`src/rtl/core/event_rate_moving_average_top_macros.svh`:
```
// Assertion macros for the RTL of the event rate meter.
`ifndef EVENT_RATE_MOVING_AVERAGE_TOP_MACROS_SVH
`define EVENT_RATE_MOVING_AVERAGE_TOP_MACROS_SVH
`ifndef SYNTH
// Same-cycle implication, disabled during reset.
`define ERMA_ASSERT_IMP(lbl, clk, rst_n, a, b) \
lbl: assert property (@(posedge clk) disable iff (!rst_n) (a) |-> (b)) \
    else $error("assertion failed: same-cycle implication");
// Next-cycle implication, disabled during reset.
`define ERMA_ASSERT_NXT(lbl, clk, rst_n, a, b) \
lbl: assert property (@(posedge clk) disable iff (!rst_n) (a) |=> (b)) \
    else $error("assertion failed: next-cycle implication");
`else
`define ERMA_ASSERT_IMP(lbl, clk, rst_n, a, b)
`define ERMA_ASSERT_NXT(lbl, clk, rst_n, a, b)
`endif
`endif

```
`src/rtl/core/erma_pkg.sv`:
```
package erma_pkg;

    // Default window depth.
    localparam int SAMPLE_DEPTH_DEF = 1024;

    // Field and register widths.
    localparam int SAMPLE_W  = 32;
    localparam int CFG_W     = 32;
    localparam int CFG_IDX_W = 3;
    localparam int SMAX_W    = 11;
    localparam int FRAC_W    = 16;
    localparam int MUL_W     = 32;
    localparam int DIV_DW    = 2 * MUL_W + FRAC_W;
    localparam int DIV_VW    = 32;

    localparam logic [31:0] MAX32 = 32'hFFFF_FFFF;

    // Register reset values.
    localparam logic [31:0]       RATE_PERIOD_RST = 32'd1000000;
    localparam logic [SMAX_W-1:0] SAMPLE_MAX_RST  = 11'd64;
    localparam logic [31:0]       MIN_GAP_RST     = 32'd1000000;

    // Register indexes.
    typedef enum logic [CFG_IDX_W-1:0] {
        CFG_RATE_PERIOD        = 3'd0,
        CFG_SAMPLE_MAX         = 3'd1,
        CFG_AUTO_MAX_PERIOD    = 3'd2,
        CFG_RATE_UPDATE_PERIOD = 3'd3,
        CFG_MIN_GAP_TIME       = 3'd4
    } cfg_idx_t;

    // Item opcodes.
    localparam logic OP_TICK   = 1'b0;
    localparam logic OP_UPDATE = 1'b1;

    typedef struct packed {
        logic        op;
        logic [15:0] tick_amount;
        logic [23:0] time_delta;
    } in_item_t;

    typedef struct packed {
        logic [31:0] rate_value;
        logic        sample_pushed;
    } out_item_t;

    typedef struct packed {
        logic             start;
        logic [MUL_W-1:0] a;
        logic [MUL_W-1:0] b;
    } mul_cmd_t;

    typedef struct packed {
        logic              start;
        logic [DIV_DW-1:0] dividend;
        logic [DIV_VW-1:0] divisor;
    } div_cmd_t;

    typedef enum logic [3:0] {
        ST_IDLE,
        ST_TICK,
        ST_UPD,
        ST_TRIM_RD,
        ST_TRIM_SUB,
        ST_DECIDE,
        ST_MUL,
        ST_DIV,
        ST_DROP_RD,
        ST_DROP_SUB,
        ST_STORE,
        ST_RECOMP,
        ST_AVG,
        ST_TIMER,
        ST_FIN
    } state_t;

    // Saturating 32-bit add.
    function automatic logic [31:0] sat_add32(input logic [31:0] a, input logic [31:0] b);
        logic [32:0] s;
        s = {1'b0, a} + {1'b0, b};
        return s[32] ? MAX32 : s[31:0];
    endfunction

endpackage

```
`src/rtl/core/erma_serial_div.sv`:
```
module erma_serial_div (
    input  logic                      clk,
    input  logic                      rst_n,
    input  erma_pkg::div_cmd_t        cmd,
    output logic                      busy,
    output logic                      done,
    output logic [erma_pkg::DIV_DW-1:0] quotient
);

    localparam int DW = erma_pkg::DIV_DW;
    localparam int VW = erma_pkg::DIV_VW;
    localparam int CN = $clog2(DW);

    logic          busy_reg;
    logic          done_reg;
    logic [CN-1:0] cnt_reg;
    logic [DW-1:0] q_reg;
    logic [VW-1:0] rem_reg;
    logic [VW-1:0] div_reg;
    logic [VW:0]   shifted;
    logic          ge;
    logic [VW:0]   diff;

    // Restoring division, one quotient bit per cycle.
    always_comb
    begin
        shifted = {rem_reg, q_reg[DW-1]};
        ge      = shifted >= {1'b0, div_reg};
        diff    = shifted - {1'b0, div_reg};
    end

    // Control.
    always_ff @(posedge clk or negedge rst_n)
    begin
        if (!rst_n)
        begin
            busy_reg <= 1'b0;
            done_reg <= 1'b0;
            cnt_reg  <= '0;
        end
        else if (cmd.start)
        begin
            busy_reg <= 1'b1;
            done_reg <= 1'b0;
            cnt_reg  <= '0;
        end
        else if (busy_reg)
        begin
            cnt_reg <= cnt_reg + 1'b1;
            if (cnt_reg == CN'(DW - 1))
            begin
                busy_reg <= 1'b0;
                done_reg <= 1'b1;
            end
        end
        else
        begin
            done_reg <= 1'b0;
        end
    end

    // Dividend and quotient share one shift register.
    always_ff @(posedge clk)
    begin
        if (cmd.start)
        begin
            q_reg   <= cmd.dividend;
            div_reg <= cmd.divisor;
            rem_reg <= '0;
        end
        else if (busy_reg)
        begin
            q_reg   <= {q_reg[DW-2:0], ge};
            rem_reg <= ge ? diff[VW-1:0] : shifted[VW-1:0];
        end
    end

    assign busy     = busy_reg;
    assign done     = done_reg;
    assign quotient = q_reg;

endmodule
```
`config.mk`:
```
export PLATFORM = sky130hd
export DESIGN_NAME = erma_serial_div
export DESIGN_NICKNAME = d
export VERILOG_FILES = /design/src/rtl/core/event_rate_moving_average_top_macros.svh /design/src/rtl/core/erma_pkg.sv /design/src/rtl/core/erma_serial_div.sv
export SDC_FILE = /design/constraint.sdc
export NUM_CORES = 1
export LEC_CHECK = 0
export ABC_CLOCK_PERIOD_IN_PS = 3800
export BUFFER_PORTS_ARGS = -buffer_cell sky130_fd_sc_hd__buf_2
export CORE_ASPECT_RATIO = 1.5
export CORE_MARGIN = 5
export CORE_UTILIZATION = 45
export DETAILED_ROUTE_END_ITERATION = 8
export MAX_ROUTING_LAYER = met4
export PLACE_DENSITY = 0.69
export SLEW_MARGIN = 15
export SYNTH_ARGS = -nofsm -noshare
export SYNTH_HDL_FRONTEND = slang
export SYNTH_SLANG_ARGS = --single-unit
```
`constraint.sdc`:
```
create_clock -name clk -period 3.8 [get_ports clk]
set_clock_uncertainty 0.2 [all_clocks]
set_input_delay 0.57 -clock clk [delete_from_list [all_inputs] [get_ports clk]]
set_output_delay 0.57 -clock clk [all_outputs]
set_load 0.1 [all_outputs]
```
## After elaboration in Yosys (flattened, before gate mapping)

Index checks and enable logic that the tools add are counted.

- Bits in read-only memories: 0
- Latch bits: 0
- Output and inout port bits: 82
- Flip-flop bits (word level): 153
- RAM bits: 0
- Logic and storage cells: 23
- Memories: 0

- Shifts and indexed selects: 0
- Bitwise operators: 0
- Div/mod/pow operators: 0
- Magnitude comparators: 1
- $add $sub $neg: 2
- $mul: 0
- Reductions and logical operators: 1
- Equal/unequal tests: 2
- Multiplexer cells: 11

Operators by type and width:

| kind | number |
|---|---|
| $mux W80 | 2 |
| $ge A33 B32 Y1 | 1 |
| $mux W32 | 1 |
| $sub A32 B32 Y32 | 1 |
| $mux W7 | 2 |
| $add A7 B1 Y7 const B | 1 |
| $eq A7 B7 Y1 const B | 1 |
| $mux W1 | 6 |
| $ne A3 B2 Y1 const B | 1 |
| $reduce_bool A2 Y1 | 1 |

## Logic depth before layout (Yosys ltp)

- Word-level depth: 4
- Gate-level depth with buffers: 14
- Mapped depth without buffers: 13

## Worst setup path after synthesis

Ideal clock, no wire load.

- Path kind: reg2reg
- Start point: reg busy_reg, in the netlist busy
- End point: reg q_reg[0], in the netlist quotient[0] (enable)
- Stages on the path, launching flop included: 4
- Setup time: 0.434 ns
- Slack: 0.126 ns
- Path buffers: 1
- Data required time: 3.166 ns
- Arrival time: 3.040 ns
- Clock period less this slack: 3.674 ns
- Path through: dfrtp_1 clkbuf_1 nor2_1 inv_1

- Longest elaborated chain between the ends: 1

Ends and longest elaborated chain:

| item | line | source |
|---|---|---|
| from (decl) | erma_serial_div.sv:14 | `logic busy_reg;` |
| from (signal assigned) | erma_serial_div.sv:37 | `busy_reg <= 1'b0;` |
| from (signal assigned) | erma_serial_div.sv:43 | `busy_reg <= 1'b1;` |
| from (signal assigned) | erma_serial_div.sv:52 | `busy_reg <= 1'b0;` |
| $reduce_bool A2 Y1 (no source line) | -- |  |
| to (signal assigned) | erma_serial_div.sv:67 | `q_reg <= cmd.dividend;` |
| to (signal assigned) | erma_serial_div.sv:73 | `q_reg <= {q_reg[DW-2:0], ge};` |
| to (decl) | erma_serial_div.sv:17 | `logic [DW-1:0] q_reg;` |

No other way between the ends.
A chain may end at the register's enable or synchronous reset.

## Final worst setup path

- Start point: reg q_reg[79], in the netlist quotient[79]
- End point: reg rem_reg[28]

- Longest elaborated chain between the ends: 2

Ends and longest elaborated chain:

| item | line | source |
|---|---|---|
| $sub A32 B32 Y32 or $ge A33 B32 Y1 (tied branches) | erma_serial_div.sv:29, erma_serial_div.sv:28 |  |
| $mux W32 * | erma_serial_div.sv:74 | `rem_reg <= ge ? diff[VW-1:0] : shifted[VW-1:0];` |
| to (signal assigned) | erma_serial_div.sv:74 |  |
| to (decl) | erma_serial_div.sv:18 | `logic [VW-1:0] rem_reg;` |

Every way passes the cells marked *; elsewhere a longest branch is shown, timed or not.

==> impl_metrics.ini <==
[status]
status = completed

[clock_tree]
cts_buffers = 17
cts_setup_buffers = 0
hold_buffers = 1
htree_levels = 4
cts_tree = built
root_buffer = clkbuf_16
clock_path_buffers = 2
clock_latency_ps = 440
cts_resized = 0
cts_sinks = 153
clk_pin_slew_ps = 60

[synthesis]
async_flop_share_pct = 5.88
yosys.cell_types.count = 61
syn_avg_cell_area_um2 = 11.9
synth_flop_cell = edfxtp_1
synthCells = 671
ys_warn_count = 0
synthesis.area_mm2 = 0.00796
ys_seq_elements = 153
ys_seq_area_share_pct = 53.1
synth_edf_count = 112
synth_nets = 820

[timing]
fin_hold_ws_ps = 109
fmaxAchievable_ghz = 0.292
slew_viol_final = 0
finalHoldViolCount = 0
grt_setup_unrepaired = no
relSlewSlack_pct = 30.2
setup_viol = 0
tightest_slew_ps = 1050
timing.final.crit_share_pct = 90.2
finalCriticalPeriod_ps = 3430
totalNegativeSetupSlack_ps = 0

[place]
place_hpwl_um = 14900
place_congestion = 0.945
portBuffers = 196
dp_cells = 1057

[pwr]
p_per_area_mw_per_mm2 = 723
power.leakage_nw = 4.25
ir_drop_mv = 0.397

[critical_path]
crit_path_start_kind = flop
endpoint_kind = flop
cp_max_fo = 5
critPathKind = flop to flop
critPathMaxStageDelay_ps = 400
slowest_stage = edfxtp_1
cp_cell_sequence = inv_1, ha_1, inv_1, fa_1, a21o_1, and4_1, nor4_4, o221ai_2, a22o_1, a2111oi_2, xnor2_1, mux2i_1, a211oi_1
cp.required_ps = 3940
crit_top_cell = inv_1
r2r_setup_slack_ps = 370
crit_arrival_ps = 3570

[grt]
use_met1_pct = 21.3
grt_first_pass_wirelength_um = 31500
grt-busiest-layer = met2
antenna_found_initial = 0
gr-usage-met3_pct = 5.92
first_global_vias = 6306
grt_max_degree = 81
grt_usage_pct = 19.8
use_met2_pct = 34.6
grt-ovfl-total = 0

[drt]
num_vias = 5889
dr.pass1.iters = 4
detail_route.wl_per_cell_um = 18.2
ant_nets = 0
vias_per_cell = 5.41
drt_iter0_markers = 314
drt-total-wl_um = 19800
drcViolationCount = 0

[floorplanning]
die_area_mm2 = 0.0205
ios = 197
core_mm2 = 0.0173
die_x_um = 119
rows = 59
die_y_um = 173
initial_core_util_pct = 45.9

[layout]
fin_nets = 1013
diodes = 0
largest_register_ffs = 80
layout.filler_cells = 1523
syn_to_final_growth_pct = 21.7
layout-drive-gt1-share_pct = 38.0
final_cell_count_no_fill = 1089

[flow_run]
drv_cap = 0

[hold_path]
min_path_type = input pin to flop
[critical path, delay by kind of cell (launching register included)]
| family | cells | cell delay, ps |
|---|---|---|
| muxes | 1 | 90 |
| DFF | 1 | 400 |
| AOI/OAI and AO/OA | 5 | 1280 |
| xor gates and xnor gates | 1 | 160 |
| and+or+nand+nor | 2 | 520 |
| buffers and inverters | 2 | 130 |
| adders and majority gates | 2 | 560 |
[per-layer routing]
| layer | vias up | routed length, µm |
|---|---|---|
| met1 | 2799 | 7610 |
| met3 | 26 | 1410 |
| met4 | 0 | 378 |
| met2 | 185 | 10400 |
| li1 | 2879 | - |
| met5 | - | 0 |
[synth_stat cells, types with 2 or more instances]
cell type | n | share of area (%)
a211oi_1 | 22 | 2.1
a211oi_2 | 2 | 0.31
a21o_1 | 22 | 2.1
a21oi_1 | 51 | 3.2
a221o_1 | 3 | 0.38
a22oi_1 | 2 | 0.19
a31oi_1 | 6 | 0.47
a32oi_1 | 4 | 0.44
a41oi_1 | 2 | 0.22
and2_1 | 5 | 0.39
and3_1 | 7 | 0.55
and4_1 | 2 | 0.22
buf_2 | 5 | 0.31
buf_4 | 3 | 0.28
clkbuf_1 | 22 | 1.0
dfrtp_1 | 9 | 2.8
dfxtp_1 | 32 | 8.0
edfxtp_1 | 112 | 42
ha_1 | 33 | 5.2
inv_1 | 39 | 1.8
mux2_2 | 80 | 11
mux2i_1 | 11 | 1.4
nand2_1 | 30 | 1.4
nand2_2 | 2 | 0.16
nand2b_1 | 3 | 0.24
nand3_1 | 8 | 0.50
nand4_1 | 8 | 0.63
nor2_1 | 53 | 2.5
nor2b_1 | 3 | 0.24
nor3_1 | 5 | 0.31
o21ai_0 | 20 | 1.3
o21bai_1 | 4 | 0.38
or2_2 | 2 | 0.16
or3_1 | 2 | 0.16
xnor2_1 | 20 | 2.2
xor2_1 | 12 | 1.3
[worst paths after layout]
check | startpoint | to | cells after the start
max in group asynchronous | rst_n | busy | 2
worst min register to register | rem_reg[25] | rem_reg[25] | 2
worst min-delay path | cmd[29] | div_reg[29] | 1
worst max register to register | quotient[79] | rem_reg[28] | 13
min in group asynchronous | rst_n | busy | 2
worst max-delay path | quotient[79] | rem_reg[28] | 13
[cells in the final DEF, fill, tap and decap left out, drive strengths merged, types with 17 or more instances in the layout]
master  instances
buf           206
edfxtp        112
mux2           80
nor2           53
a21oi          51
inv            47
ha             33
dfxtp          32
nand2          32
a211oi         24
a21o           22
o21ai          22
xnor2          20
clkbuf         17
[layout make-up]
class                           count  area, µm²  share of cell area [%]
Inverter                           39        146                    1.51
Clock inverter                     14        133                    1.37
Tap cell                          213        267                    2.75
Multi-Input combinational cell    446       3420                    35.3
Clock buffer                       17        425                    4.39
Sequential cell                   153       4230                    43.7
Timing Repair Buffer              207       1070                    11.1
[report_power, final]
group / internal (mW) / total (mW) / switching (mW)
clock: 0.861 / 1.62 / 0.756
sequential: 2.11 / 2.32 / 0.209
combinational: 1.05 / 3.07 / 2.02
total: 4.02 / 7.00 / 2.98
[through the flow]
step | total power, mW | setup slack [ps] | area (µm²) | utilization, %
after global placement | 5.39 | 484 | 9120 | 52.6
after floorplan | 4.86 | 126 | 7960 | -
after detailed placement | 5.40 | 423 | 9120 | 52.6
after global routing | 7.41 | 195 | 9690 | 55.9
after CTS | 7.05 | 404 | 9690 | 55.9
final | 7.00 | 372 | 9690 | 55.9
[cells by family after synthesis]
group | after synthesis | share of synthesized area (%)
AND/OR/NAND/NOR | 136 | 8.33
AO/OA/AOI/OAI | 153 | 12.9
flip-flops | 153 | 53.1
buffers and inverters | 72 | 3.96
multiplexers | 91 | 12.7
XOR/XNOR | 32 | 3.52
adder cells (fa/ha/maj) | 34 | 5.44
(Power assumes the default switching activity.)
