## src/rtl/core/event_rate_moving_average_top_macros.svh

```systemverilog
// Assertion macros for the RTL of the event rate meter.
`ifndef EVENT_RATE_MOVING_AVERAGE_TOP_MACROS_SVH
`define EVENT_RATE_MOVING_AVERAGE_TOP_MACROS_SVH
`ifndef SYNTH
// Same-cycle implication, disabled during reset.
`define ERMA_ASSERT_IMP(lbl, clk, rst_n, a, b) \
lbl: assert property (@(posedge clk) disable iff (!rst_n) (a) |-> (b)) \
    else $error("assertion failed: same-cycle implication");
// Next-cycle implication, disabled during reset.
`define ERMA_ASSERT_NXT(lbl, clk, rst_n, a, b) \
lbl: assert property (@(posedge clk) disable iff (!rst_n) (a) |=> (b)) \
    else $error("assertion failed: next-cycle implication");
`else
`define ERMA_ASSERT_IMP(lbl, clk, rst_n, a, b)
`define ERMA_ASSERT_NXT(lbl, clk, rst_n, a, b)
`endif
`endif

```

## src/rtl/core/erma_pkg.sv

```systemverilog
package erma_pkg;

    // Default window depth.
    localparam int SAMPLE_DEPTH_DEF = 1024;

    // Field and register widths.
    localparam int SAMPLE_W  = 32;
    localparam int CFG_W     = 32;
    localparam int CFG_IDX_W = 3;
    localparam int SMAX_W    = 11;
    localparam int FRAC_W    = 16;
    localparam int MUL_W     = 32;
    localparam int DIV_DW    = 2 * MUL_W + FRAC_W;
    localparam int DIV_VW    = 32;

    localparam logic [31:0] MAX32 = 32'hFFFF_FFFF;

    // Register reset values.
    localparam logic [31:0]       RATE_PERIOD_RST = 32'd1000000;
    localparam logic [SMAX_W-1:0] SAMPLE_MAX_RST  = 11'd64;
    localparam logic [31:0]       MIN_GAP_RST     = 32'd1000000;

    // Register indexes.
    typedef enum logic [CFG_IDX_W-1:0] {
        CFG_RATE_PERIOD        = 3'd0,
        CFG_SAMPLE_MAX         = 3'd1,
        CFG_AUTO_MAX_PERIOD    = 3'd2,
        CFG_RATE_UPDATE_PERIOD = 3'd3,
        CFG_MIN_GAP_TIME       = 3'd4
    } cfg_idx_t;

    // Item opcodes.
    localparam logic OP_TICK   = 1'b0;
    localparam logic OP_UPDATE = 1'b1;

    typedef struct packed {
        logic        op;
        logic [15:0] tick_amount;
        logic [23:0] time_delta;
    } in_item_t;

    typedef struct packed {
        logic [31:0] rate_value;
        logic        sample_pushed;
    } out_item_t;

    typedef struct packed {
        logic             start;
        logic [MUL_W-1:0] a;
        logic [MUL_W-1:0] b;
    } mul_cmd_t;

    typedef struct packed {
        logic              start;
        logic [DIV_DW-1:0] dividend;
        logic [DIV_VW-1:0] divisor;
    } div_cmd_t;

    typedef enum logic [3:0] {
        ST_IDLE,
        ST_TICK,
        ST_UPD,
        ST_TRIM_RD,
        ST_TRIM_SUB,
        ST_DECIDE,
        ST_MUL,
        ST_DIV,
        ST_DROP_RD,
        ST_DROP_SUB,
        ST_STORE,
        ST_RECOMP,
        ST_AVG,
        ST_TIMER,
        ST_FIN
    } state_t;

    // Saturating 32-bit add.
    function automatic logic [31:0] sat_add32(input logic [31:0] a, input logic [31:0] b);
        logic [32:0] s;
        s = {1'b0, a} + {1'b0, b};
        return s[32] ? MAX32 : s[31:0];
    endfunction

endpackage

```

## src/rtl/core/erma_serial_mul.sv

```systemverilog
module erma_serial_mul (
    input  logic                         clk,
    input  logic                         rst_n,
    input  erma_pkg::mul_cmd_t           cmd,
    output logic                         busy,
    output logic                         done,
    output logic [2*erma_pkg::MUL_W-1:0] product
);

    localparam int W  = erma_pkg::MUL_W;
    localparam int CN = $clog2(W);

    logic          busy_reg;
    logic          done_reg;
    logic [CN-1:0] cnt_reg;
    logic [W-1:0]  a_reg;
    logic [W-1:0]  hi_reg;
    logic [W-1:0]  lo_reg;
    logic [W-1:0]  addend;
    logic [W:0]    sum;

    // One multiplier bit per cycle: add the multiplicand and shift right.
    always_comb
    begin
        addend = lo_reg[0] ? a_reg : '0;
        sum    = {1'b0, hi_reg} + {1'b0, addend};
    end

    // Control.
    always_ff @(posedge clk or negedge rst_n)
    begin
        if (!rst_n)
        begin
            busy_reg <= 1'b0;
            done_reg <= 1'b0;
            cnt_reg  <= '0;
        end
        else if (cmd.start)
        begin
            busy_reg <= 1'b1;
            done_reg <= 1'b0;
            cnt_reg  <= '0;
        end
        else if (busy_reg)
        begin
            cnt_reg <= cnt_reg + 1'b1;
            if (cnt_reg == CN'(W - 1))
            begin
                busy_reg <= 1'b0;
                done_reg <= 1'b1;
            end
        end
        else
        begin
            done_reg <= 1'b0;
        end
    end

    // Partial product shift register.
    always_ff @(posedge clk)
    begin
        if (cmd.start)
        begin
            a_reg  <= cmd.a;
            lo_reg <= cmd.b;
            hi_reg <= '0;
        end
        else if (busy_reg)
        begin
            hi_reg <= sum[W:1];
            lo_reg <= {sum[0], lo_reg[W-1:1]};
        end
    end

    assign busy    = busy_reg;
    assign done    = done_reg;
    assign product = {hi_reg, lo_reg};

endmodule

```

## config.mk

```make
export PLATFORM = sky130hd
export DESIGN_NAME = erma_serial_mul
export DESIGN_NICKNAME = d
export VERILOG_FILES = /design/src/rtl/core/event_rate_moving_average_top_macros.svh /design/src/rtl/core/erma_pkg.sv /design/src/rtl/core/erma_serial_mul.sv
export SDC_FILE = /design/constraint.sdc
export NUM_CORES = 1
export LEC_CHECK = 0
export ABC_AREA = 1
export ABC_CLOCK_PERIOD_IN_PS = 3400
export CAP_MARGIN = 20
export CELL_PAD_IN_SITES_DETAIL_PLACEMENT = 1
export CELL_PAD_IN_SITES_GLOBAL_PLACEMENT = 1
export CORE_ASPECT_RATIO = 0.6
export CORE_MARGIN = 2
export CORE_UTILIZATION = 49
export CTS_CLUSTER_SIZE = 16
export DETAILED_ROUTE_END_ITERATION = 8
export DONT_BUFFER_PORTS = 1
export GPL_TIMING_DRIVEN = 0
export PLACE_DENSITY = 0.83
export REMOVE_ABC_BUFFERS = 1
export SYNTH_ARGS = -nofsm -noshare
export SYNTH_HDL_FRONTEND = slang
export SYNTH_SLANG_ARGS = --single-unit
```

## constraint.sdc

```tcl
create_clock -name clk -period 3.4 [get_ports clk]
set_input_delay 0.51 -clock clk [delete_from_list [all_inputs] [get_ports clk]]
set_output_delay 0.51 -clock clk [all_outputs]
set_load 0.01 [all_outputs]
```

Word-level counts from Yosys, hierarchy flattened. Cells that the tools add are included.

Add/sub/neg operators: 2. Equality and inequality tests: 2. Mux-type cells: 11. Reduce and logical (&&, ||, !) cells: 1.

Operators with widths (count): 32-bit two-way mux (3); 32-bit by 32-bit adder with 33-bit output (1); 5-bit two-way mux (2); 1-bit two-way mux (6); 5-bit by 1-bit adder with 5-bit output (second input constant) (1); 5-bit == test (second input constant) (1); 3-bit by 2-bit inequality test with 1-bit output (second input constant) (1); 2-bit nonzero test (1).

Register bits after elaboration: 103.

Logic depth before layout (Yosys ltp). Gate-level depths: netlist of the first run.

Depth in word-level cells: 4. Gate-level depth with buffers: 15.

Least setup slack after synthesis of the first run. No wires, ideal clock.

Path kind: flip-flop to flip-flop. From: register lo_reg[0]. To: register hi_reg[31]. Setup time: 0.112 ns. Arrival time: 1.962 ns. Slack: 1.326 ns. Cell stages (with the launch flop): 15. Path buffers: 1. Period minus slack after synthesis: 2.074 ns. Path through: edfxtp_1 > clkbuf_1 > nand2_1 > inv_1 > fa_1 > nand3_1 > nand3_1 > nand2_1 > nand3_1 > nand2_1 > nand2_1 > nand2_1 > nand2_1 > nand2_1 > nand2_1.

Longest elaborated chain between the ends: 2.

Ends and longest elaborated chain: start: declaration (line erma_serial_mul.sv:18) `logic [W-1:0] lo_reg;`; start signal: assignment (line erma_serial_mul.sv:65) `lo_reg <= cmd.b;`; start signal: assignment (line erma_serial_mul.sv:71) `lo_reg <= {sum[0], lo_reg[W-1:1]};`; 32-bit two-way mux (line erma_serial_mul.sv:25) `addend = lo_reg[0] ? a_reg : '0;`; 32-bit by 32-bit adder with 33-bit output (line erma_serial_mul.sv:26) `sum = {1'b0, hi_reg} + {1'b0, addend};`; end signal: assignment (line erma_serial_mul.sv:70) `hi_reg <= sum[W:1];`; end: declaration (line erma_serial_mul.sv:17) `logic [W-1:0] hi_reg;`.

Every way passes these cells. A chain may end at the register's enable or synchronous reset.

Worst setup path after layout of the first run.
From: register lo_reg[0]. To: register hi_reg[19].

Same word-level chain as after synthesis.

==> results.md, run 1 <==
* Peak VDD IR at 0.2293 mV
* CTS root buffer: clkbuf_16
* Area of the core at 12300 µm²
* Status: completed
* Die area at 13770 µm²
* Setup violations, final at 0
* DRC viols at 0
* Final worst setup slack at 0.2050 ns
* Vias in the first global route at 5933
* Clock Latency Late Sink at 0.36 ns
* Avg Cell Area, Syn at 7.010 µm²
* Largest area contributor in the netlist: edfxtp_1
* Clock transition at path regs at 0.08 ns
* Site Rows at 31
* Filler cells at 1614
* Fin. max-slew vios at 0
* Clock Sinks at 103
* Fin crit period at 3.195 ns
* Final Hold Viols at 0
* Req. time, crit path at 3.70 ns
* Crit Path Class: flop to flop
* Vias per cell at 5.333
* Register area at 2738 µm²
* Via count at 5680
* Share of the clock period used by the worst path at 0.9397
* Synthesized area at 6281 µm²
* I/O Pins at 133
* Clk_skew at 0.01187 ns
* Port bufs at 0
* Die height at 91.70 µm
* Post-DP HPWL at 15.18 mm
* Gp weighted congestion at 0.9044
* Critical Path Sink Type: flop
* Yosys top cell area share at 0.3060
* Total power at 3.305 mW
* DRT Wirelength at 19.35 mm
* Fmax at 313.0 MHz
* Antenna viol nets, final at 0
* Crit start category: flop
* Share of layout cells above drive strength 1 at 0.04222
* Nets at 997
* Leak Pwr at 3.777 nW
* Num CTS Buffers at 9
* CTS H-tree lvls at 3
* WL/cell at 18.17 µm
* Hold Path Class: input port to flop
* GRT Total Usage at 0.2921
* DP Worst Slack at 0.3091 ns
* Util after Layout at 0.5524
* Number of diodes at 0
* Clk buf depth at 2
* Die Wd at 150.2 µm
* Worst slew pin tran at 0.9506 ns
* Commonest non-fill, non-tap cell in the layout: nand2_1
* Yosys warns at 0
* Worst Path Max Fanout at 19
* Drt first pass iters at 5
* Layout area overhead at 8.127%
* Setup_tns at 0 ns
* Initial antenna violation count at 0
* Yosys cell types at 29
* Commonest non-fill, non-tap cells in the layout: 411 x nand2_1, 151 x inv_1, 64 x edfxtp_1, 48 x nor2_1, 37 x nand3_1
* DP Area at 6497 µm²
* First-pass GRT wire length at 30.83 mm
* Rel. slew slack at 0.3648
* CP arrival at 3.49 ns
* Largest cells by area after synthesis: edfxtp_1 31%, nand2_1 25%, dfxtp_1 10%
* #FFs+latches synth at 103
* Overflow after GRT at 0
* RSZ-0062 raised after global routing: no
* Seq/Total Area, Yosys at 0.4359
* Max-Cap Viols at 0
* Area of the multi-input gates at 2913 µm²
* Final instance area at 6792 µm²
* Cells after Synth at 896
* Initial Util at 0.5108
* Pwr Density at 486.7 nW/µm²
* CTS tree: done
* Post-CTS setup buffer count at 0
* 1st-iter DRT viols at 258
* Pin count of the biggest net entering global routing at 70
-- repair_timing --
item	in CTS	in global routing
hold endpoints to repair	7	0
resized for setup	0	0
hold buffers	1	0
-- metal layers --
metal	share of wire	GRT usage	up-vias
met3	0.077	0.07562	26
met4	0.017	0.06918	0
met2	0.45	0.4699	186
li1	-	-	2764
met5	0	0	-
met1	0.46	0.3950	2704
-- cell families (layout without fill, tap and decap cells) --
family                   after synthesis  count (layout)  share of synthesized area
flip-flops                           103             103                     0.4359
XOR/XNOR                               1               1                   0.001395
adder cells (fa/ha/maj)               35              35                    0.07092
AO/OA/AOI/OAI                         61              61                    0.05219
buffers and inverters                168             172                     0.1016
AND/OR/NAND/NOR                      528             528                     0.3380
-- power by group --
group | switching (mW) | internal (mW) | leakage, nW | total [mW]
sequential | 0.157 | 1.47 | 1.02 | 1.62
clock | 0.526 | 0.512 | 0.133 | 1.04
combinational | 0.434 | 0.210 | 2.63 | 0.645
total | 1.12 | 2.19 | 3.78 | 3.31
-- path summary, 6_finish.rpt --
path / start / endpoint / slack (ns) / cells past startpoint
setup / recovery: lo_reg[0]$_DFFE_PP_ / hi_reg[19]$_SDFFE_PP0P_ / 0.21 / 14
hold / removal: cmd[34] / a_reg[2]$_DFFE_PP_ / 0.24 / 0
setup reg to reg: lo_reg[0]$_DFFE_PP_ / hi_reg[19]$_SDFFE_PP0P_ / 0.21 / 14
hold reg to reg: hi_reg[2]$_SDFFE_PP0P_ / hi_reg[2]$_SDFFE_PP0P_ / 0.53 / 2
max in group asynchronous: rst_n / cnt_reg[1]$_DFFE_PN0P_ / 2.65 / 1
min in group asynchronous: rst_n / busy$_DFF_PN0_ / 0.49 / 1
-- cell usage after synthesis --
master / count
a21oi_1: 32
nor4_1: 1
dfxtp_1: 32
nand3_1: 37
nor2_1: 49
nor2_2: 5
xnor2_1: 1
edfxtp_1: 64
nand3b_1: 2
o21ai_0: 16
buf_2: 6
inv_1: 151
clkbuf_1: 10
o21ai_1: 4
a31oi_1: 1
nand3_2: 5
a22o_1: 2
nor3_1: 7
ha_1: 34
a21o_1: 2
nand2_2: 7
fa_1: 1
nand2_1: 411
o21bai_1: 3
nand4_1: 3
dfrtp_1: 7
o22ai_1: 1
nor2_4: 1
inv_2: 1
-- layout make-up --
type / count / area share
tap: 165 / 0.03040
clock buffer: 10 / 0.03371
clock inverter: 6 / 0.008106
sequential: 103 / 0.4031
inverter: 152 / 0.08401
timing repair buffer: 4 / 0.01179
multi-input combinational: 625 / 0.4289
-- worst max-delay path, stage by stage, from the launching register on --
cell      delay [ns]
edfxtp_1        0.72
buf_16          0.30
nand2_1         0.06
inv_1           0.04
ha_1            0.25
fa_1            0.54
nand3_1         0.14
nand3_1         0.19
nand3_1         0.14
nand3_2         0.12
nand3_1         0.23
nand2_1         0.12
nand2_1         0.10
nand3_1         0.08
nand2_1         0.07
-- per-stage QoR --
step                      std cells  hold WS, ns
after floorplan                 880       0.2144
after global placement         1045       0.2148
after detailed placement       1048       0.2148
after CTS                      1065       0.2380
after global routing           1065       0.2284
final                          1065       0.2398
Note: power is estimated with default switching activity, not from simulation.
==> inputs of run 2 (changes only) <==
--- a/config.mk
+++ b/config.mk
@@ -17,7 +17,7 @@
 export DETAILED_ROUTE_END_ITERATION = 8
 export DONT_BUFFER_PORTS = 1
 export GPL_TIMING_DRIVEN = 0
-export PLACE_DENSITY = 0.83
+export PLACE_DENSITY = 0.81
 export REMOVE_ABC_BUFFERS = 1
 export SYNTH_ARGS = -nofsm -noshare
 export SYNTH_HDL_FRONTEND = slang
==> constraint.sdc (replaced) <==
create_clock -name clk -period 3.4 [get_ports clk]
set_input_delay 0.51 -clock clk [delete_from_list [all_inputs] [get_ports clk]]
set_output_delay 0.51 -clock clk [all_outputs]
set_load 0.005 [all_outputs]
==> results.md, run 2 (synthesized netlist as in run 1, its figures left out) <==
* Area of the core at 12300 µm² (unchanged)
* Post-CTS setup buffer count at 0 (unchanged)
* Layout area overhead at 8.446%
* Min-delay src: cmd[64]
* Via count at 5650 (-0.53%)
* Vias per cell at 5.305 (-0.53%)
* Fin. max-slew vios at 0 (unchanged)
* Psw at 1.078 mW (-3.5%)
* Drt first pass iters at 4 (-1)
* Post-DP HPWL at 15.20 mm (about the same)
* Final instance area at 6812 µm² (+0.29%)
* Comb pwr share at 0.197 (+0.002)
* Fmax at 334.5 MHz (+6.9%)
* Req. time, crit path at 3.64 ns (-0.06 ns)
* Clk buf depth at 2 (unchanged)
* Placed Instances at 1048 (unchanged)
* Layout Cells excl Fill at 1065 (unchanged)
* Die Wd at 150.2 µm (unchanged)
* Hold Path Stages at 1 (+1)
* Crit Path Class: flop to flop
* WL/cell at 17.95 µm (-1.2%)
* Antenna viol nets, final at 0 (unchanged)
* CTS root buffer: clkbuf_16
* Rel. slew slack at 0.3621 (-0.002623)
* Clock Sinks at 103 (unchanged)
* Overflow after GRT at 0 (unchanged)
* Pin count of the biggest net entering global routing at 70 (unchanged)
* CTS H-tree lvls at 3 (unchanged)
* Share of the clock period used by the worst path at 0.8792 (-0.06050)
* Share of layout cells above drive strength 1 at 0.04222 (unchanged)
* Clock power share at 0.318 (+0.004)
* Gp weighted congestion at 0.8739 (-3.4%)
* Fin crit period at 2.989 ns (-0.2057 ns)
* Clock Latency Late Sink at 0.36 ns (about the same)
* DP Area at 6510 µm² (+0.19%)
* Leak Pwr at 3.793 nW (+0.40%)
* Critical Path Sink Type: flop
* Num CTS Buffers at 9 (unchanged)
* CTS tree: done
* Clock transition at path regs at 0.08 ns (about the same)
* CP startpoint: lo_reg[0]$_DFFE_PP_
* Pwr Density at 480.3 nW/µm² (-1.3%)
* GRT Total Usage at 0.2868 (-0.005330)
* Flop pwr share at 0.485 (-0.006)
* Filler cells at 1610 (-0.25%)
* RSZ-0062 raised after global routing: no
* Net Sw Frac at 0.3295 (-0.008341)
* I/O Pins at 133 (unchanged)
* Commonest non-fill, non-tap cells in the layout: 411 x nand2_1, 151 x inv_1, 64 x edfxtp_1, 48 x nor2_1, 37 x nand3_1
* Crit start category: flop
* Site Rows at 31 (unchanged)
* Area of the multi-input gates at 2913 µm² (unchanged)
* First-pass GRT wire length at 30.48 mm (-1.1%)
* Reg-to-Reg Start: lo_reg[0]$_DFFE_PP_
* Hold Path Class: input port to flop
* Worst Path Max Fanout at 14 (-5)
* Peak VDD IR at 0.3526 mV (+54%)
* Die height at 91.70 µm (unchanged)
* Setup violations, final at 0 (unchanged)
* Setup_tns at 0 ns (unchanged)
* Vias in the first global route at 5889 (-0.74%)
* Status: completed
* Initial antenna violation count at 0 (unchanged)
* Final Hold Viols at 0 (unchanged)
* Fin Hold WS at 0.2258 ns (-0.01399 ns)
* Max-Cap Viols at 0 (unchanged)
* Nets at 997 (unchanged)
* Number of diodes at 0 (unchanged)
* DRT Wirelength at 19.12 mm (-1.2%)
* CP arrival at 3.23 ns (-0.26 ns)
* Die area at 13770 µm² (unchanged)
* Worst R2R Path Depth at 12 (-2)
* Register area at 2738 µm² (unchanged)
* Commonest non-fill, non-tap cell in the layout: nand2_1
* Worst slew pin tran at 0.9557 ns (+0.005138 ns)
* Clk_skew at 0.01349 ns (+0.001617 ns)
* DRC viols at 0 (unchanged)
* Initial Util at 0.5108 (unchanged)
* 1st-iter DRT viols at 272 (+5.4%)
* Port bufs at 0 (unchanged)
* Cell internal pwr at 2.194 mW (+0.22%)
[run 2: cell types whose count changed in the layout (fill, tap and decap cells not counted), sizes merged]
cell / before / now
clkbuf: 10 / 9
clkinvlp: 2 / 0
clkinv: 2 / 4
inv: 154 / 155
[run 2: through the flow]
step,utilization,power (mW),worst slack [ns]
2_1_floorplan,-,2.022,0.5600
5_1_grt,0.5540,3.435,0.2550
4_1_cts,0.5540,3.282,0.4669
3_5_place_dp,0.5295,2.248,0.4799
3_3_place_gp,0.5221,2.188,-1.149
6_report,0.5540,3.272,0.4107
[run 2: cell type report]
| class | count | share of cell area |
|---|---|---|
| inverters | 152 | 0.08376 |
| repair buffers | 4 | 0.01359 |
| clock inverters | 7 | 0.009735 |
| flip-flops and latches | 103 | 0.4019 |
| clock buffers | 9 | 0.03306 |
| multi-input cells | 625 | 0.4276 |
| well taps | 165 | 0.03031 |
[run 2: repair_timing]
item	4_1_cts	5_1_grt
hold endpoints to repair	7	0
hold buffers	1	0
gates resized for setup	0	0
[run 2: layer usage]
layer	vias up	global-route usage	routed length [µm]	share of wire
met5	-	0	0	0
met4	0	0.04167	130	0.0068
met1	2691	0.4049	9191	0.48
li1	2772	-	-	-
met2	172	0.4505	8308	0.43
met3	15	0.07861	1485	0.078
[run 2: path summary, 6_finish.rpt]
kind	to	slack (ns)
setup / recovery	hi_reg[19]$_SDFFE_PP0P_	0.41
min in group asynchronous	busy$_DFF_PN0_	0.48
hold reg to reg	hi_reg[4]$_SDFFE_PP0P_	0.50
hold / removal	cnt_reg[0]$_DFFE_PN0P_	0.23
max in group asynchronous	cnt_reg[2]$_DFFE_PN0P_	2.65
setup reg to reg	hi_reg[19]$_SDFFE_PP0P_	0.41
[run 2: power by group through the flow]
stage / clock (mW) / sequential, mW / combinational (mW)
CTS: 1.05 / 1.59 / 0.639
finish: 1.04 / 1.59 / 0.644
floorplan: 0 / 1.58 / 0.446
detailed placement: 0 / 1.62 / 0.633
global route: 1.10 / 1.60 / 0.731
global placement: 0 / 1.61 / 0.577
[run 2: critical path: stages (launching register included)]
cell and delay, ns:
edfxtp_1 0.70, nand2_1 0.18, inv_1 0.06, ha_1 0.24, fa_1 0.51, nand3_1 0.13, nand3_1 0.22, nand3_1 0.16
nand3_2 0.14, nand3_1 0.23, nand3_1 0.11, nand3_1 0.10, nand2_1 0.06
==> inputs of run 3 (changes only) <==
--- a/config.mk
+++ b/config.mk
@@ -6,18 +6,17 @@
 export NUM_CORES = 1
 export LEC_CHECK = 0
 export ABC_AREA = 1
-export ABC_CLOCK_PERIOD_IN_PS = 3400
-export CAP_MARGIN = 20
+export ABC_CLOCK_PERIOD_IN_PS = 2710
+export CAP_MARGIN = 40
 export CELL_PAD_IN_SITES_DETAIL_PLACEMENT = 1
 export CELL_PAD_IN_SITES_GLOBAL_PLACEMENT = 1
 export CORE_ASPECT_RATIO = 0.6
 export CORE_MARGIN = 2
-export CORE_UTILIZATION = 49
+export CORE_UTILIZATION = 41
 export CTS_CLUSTER_SIZE = 16
 export DETAILED_ROUTE_END_ITERATION = 8
 export DONT_BUFFER_PORTS = 1
-export GPL_TIMING_DRIVEN = 0
-export PLACE_DENSITY = 0.81
+export PLACE_DENSITY = 0.72
 export REMOVE_ABC_BUFFERS = 1
 export SYNTH_ARGS = -nofsm -noshare
 export SYNTH_HDL_FRONTEND = slang
==> constraint.sdc (replaced) <==
create_clock -name clk -period 2.71 [get_ports clk]
set_input_delay 0.4065 -clock clk [delete_from_list [all_inputs] [get_ports clk]]
set_output_delay 0.4065 -clock clk [all_outputs]
set_load 0.005 [all_outputs]
==> results.md, run 3 (synthesized netlist as in run 1, its figures left out) <==
* Share of layout cells above drive strength 1 at 0.04540 (+0.003182)
* RSZ-0062 raised after global routing: no
* Drt first pass iters at 5 (+1)
* Clk_skew at 0.01234 ns (-0.001147 ns)
* Share of the clock period used by the worst path at 0.9252 (+0.04603)
* Clock Latency Late Sink at 0.36 ns (about the same)
* Crit start category: flop
* Flop-to-flop setup slack at 0.20 ns (-0.21 ns)
* Setup_tns at 0 ns (unchanged)
* Clk buf depth at 2 (unchanged)
* Site Rows at 34 (+9.7%)
* Gp weighted congestion at 0.8689 (-0.57%)
* Vias per cell at 5.085 (-4.1%)
* CTS H-tree lvls at 3 (unchanged)
* Register area at 2738 µm² (unchanged)
* GRT Total Usage at 0.2422 (-0.04464)
* Post-CTS setup buffer count at 0 (unchanged)
* I/O Pins at 133 (unchanged)
* Layout area overhead at 8.546% (about the same)
* CTS tree: done
* Fin crit period at 2.507 ns (-0.4819 ns)
* Area of the core at 14720 µm² (+20%)
* Leak Pwr at 3.785 nW (-0.20%)
* Die height at 99.88 µm (+8.9%)
* Setup violations, final at 0 (unchanged)
* WL/cell at 17.23 µm (-4.0%)
* Post-DP HPWL at 14.78 mm (-2.8%)
* CP arrival at 2.76 ns (-0.47 ns)
* Clock transition at path regs at 0.09 ns (about the same)
* 1st-iter DRT viols at 321 (+18%)
* Crit Path Class: flop to flop
* Antenna viol nets, final at 0 (unchanged)
* Via count at 5599 (-0.90%)
* Req. time, crit path at 2.97 ns (-0.67 ns)
* Fmax at 398.8 MHz (+19%)
* Hold Path Class: input port to flop
* Die area at 16360 µm² (+19%)
* Critical Path Sink Type: flop
* First-pass GRT wire length at 30.54 mm (+0.20%)
* Peak VDD IR at 0.2661 mV (-25%)
* Initial antenna violation count at 0 (unchanged)
* Num CTS Buffers at 9 (unchanged)
* DRC viols at 0 (unchanged)
* Die Wd at 163.8 µm (+9.1%)
* Nets at 1000 (+0.30%)
* Rel. slew slack at 0.6049 (+0.2427)
* Commonest non-fill, non-tap cell in the layout: nand2_1
* Area of the multi-input gates at 2908 µm² (-0.17%)
* Number of diodes at 0 (unchanged)
* Worst slew pin tran at 0.5920 ns (-0.3637 ns)
* End of the critical path: hi_reg[31]$_SDFFE_PP0P_
* Fin Hold WS at 0.1299 ns (-0.09590 ns)
* DRT Wirelength at 18.97 mm (-0.78%)
* Worst R2R Path Depth at 15 (+3)
* CTS root buffer: clkbuf_16
* Final Hold Viols at 0 (unchanged)
* Pin count of the biggest net entering global routing at 70 (unchanged)
* Status: completed
* Fin. max-slew vios at 0 (unchanged)
* Clock Sinks at 103 (unchanged)
* Commonest non-fill, non-tap cells in the layout: 411 x nand2_1, 151 x inv_1, 64 x edfxtp_1, 48 x nor2_1, 37 x nand3_1
* Pwr Density at 606.4 nW/µm² (+26%)
* Worst Path Max Fanout at 15 (+1)
* Port bufs at 0 (unchanged)
* Vias in the first global route at 5761 (-2.2%)
* CP startpoint: lo_reg[0]$_DFFE_PP_
* Max-Cap Viols at 0 (unchanged)
* Worst r2r dst: hi_reg[31]$_SDFFE_PP0P_
* Reg-to-Reg Start: lo_reg[0]$_DFFE_PP_
* Filler cells at 1931 (+20%)
* Overflow after GRT at 0 (unchanged)
* Initial Util at 0.4267 (-0.08411)
-- run 3: repair_timing --
action,CTS,global route
hold buffers,1,0
hold endpoints to repair,7,0
gates resized for setup,0,0
-- run 3: routing by layer --
layer  vias to the layer above  track usage  routed length [µm]
met2                       178       0.3623                7716
met5                         -            0                   0
met3                        24      0.08017                1726
met4                         0      0.04926                 221
met1                      2629       0.3430                9302
li1                       2768            -                   -
-- run 3: cell type report --
cell class | count | area share
clock buffer | 10 | 0.03358
clock inverter | 6 | 0.009176
inverter | 152 | 0.08369
multi-input combinational | 625 | 0.4265
sequential | 103 | 0.4015
tap | 198 | 0.03634
timing repair buffer | 7 | 0.009176
-- run 3: worst max-delay path, stage by stage (launching register included) --
cell	delay, ns
edfxtp_1	0.41
buf_4	0.23
nand2_1	0.08
inv_1	0.04
ha_1	0.21
fa_1	0.46
nand3_1	0.13
nand3_1	0.18
nand2_1	0.12
nand3_1	0.14
nand2_1	0.10
nand2_1	0.08
nand2_1	0.07
nand2_1	0.05
nand2_1	0.06
nand2_1	0.05
-- run 3: how the worst min path moves through the flow --
stage | from | end | slack [ns] | cells after the start
floorplan | rst_n | busy$_DFF_PN0_ | 0.11 | 0
global placement | rst_n | done$_DFFE_PN0P_ | 0.11 | 0
detailed placement | rst_n | done$_DFFE_PN0P_ | 0.11 | 0
CTS | cmd[64] | cnt_reg[0]$_DFFE_PN0P_ | 0.11 | 1
global route | cmd[64] | cnt_reg[0]$_DFFE_PN0P_ | 0.11 | 1
finish | cmd[36] | a_reg[4]$_DFFE_PP_ | 0.13 | 0
-- run 3: stage by stage --
stage,instance area (µm²),power (mW),util,cells,worst slack (ns)
floorplan,6213,2.537,-,880,-0.05444
global placement,6501,2.770,0.4417,1083,0.3329
detailed placement,6516,2.811,0.4427,1084,0.2534
CTS,6818,4.175,0.4632,1101,0.2321
global route,6818,4.368,0.4632,1101,0.009847
finish,6818,4.134,0.4632,1101,0.2026
-- run 3: power breakdown --
part           switching [mW]  internal [mW]  total (mW)
clock                   0.698          0.653        1.35
combinational           0.536          0.259       0.795
sequential              0.148           1.84        1.99
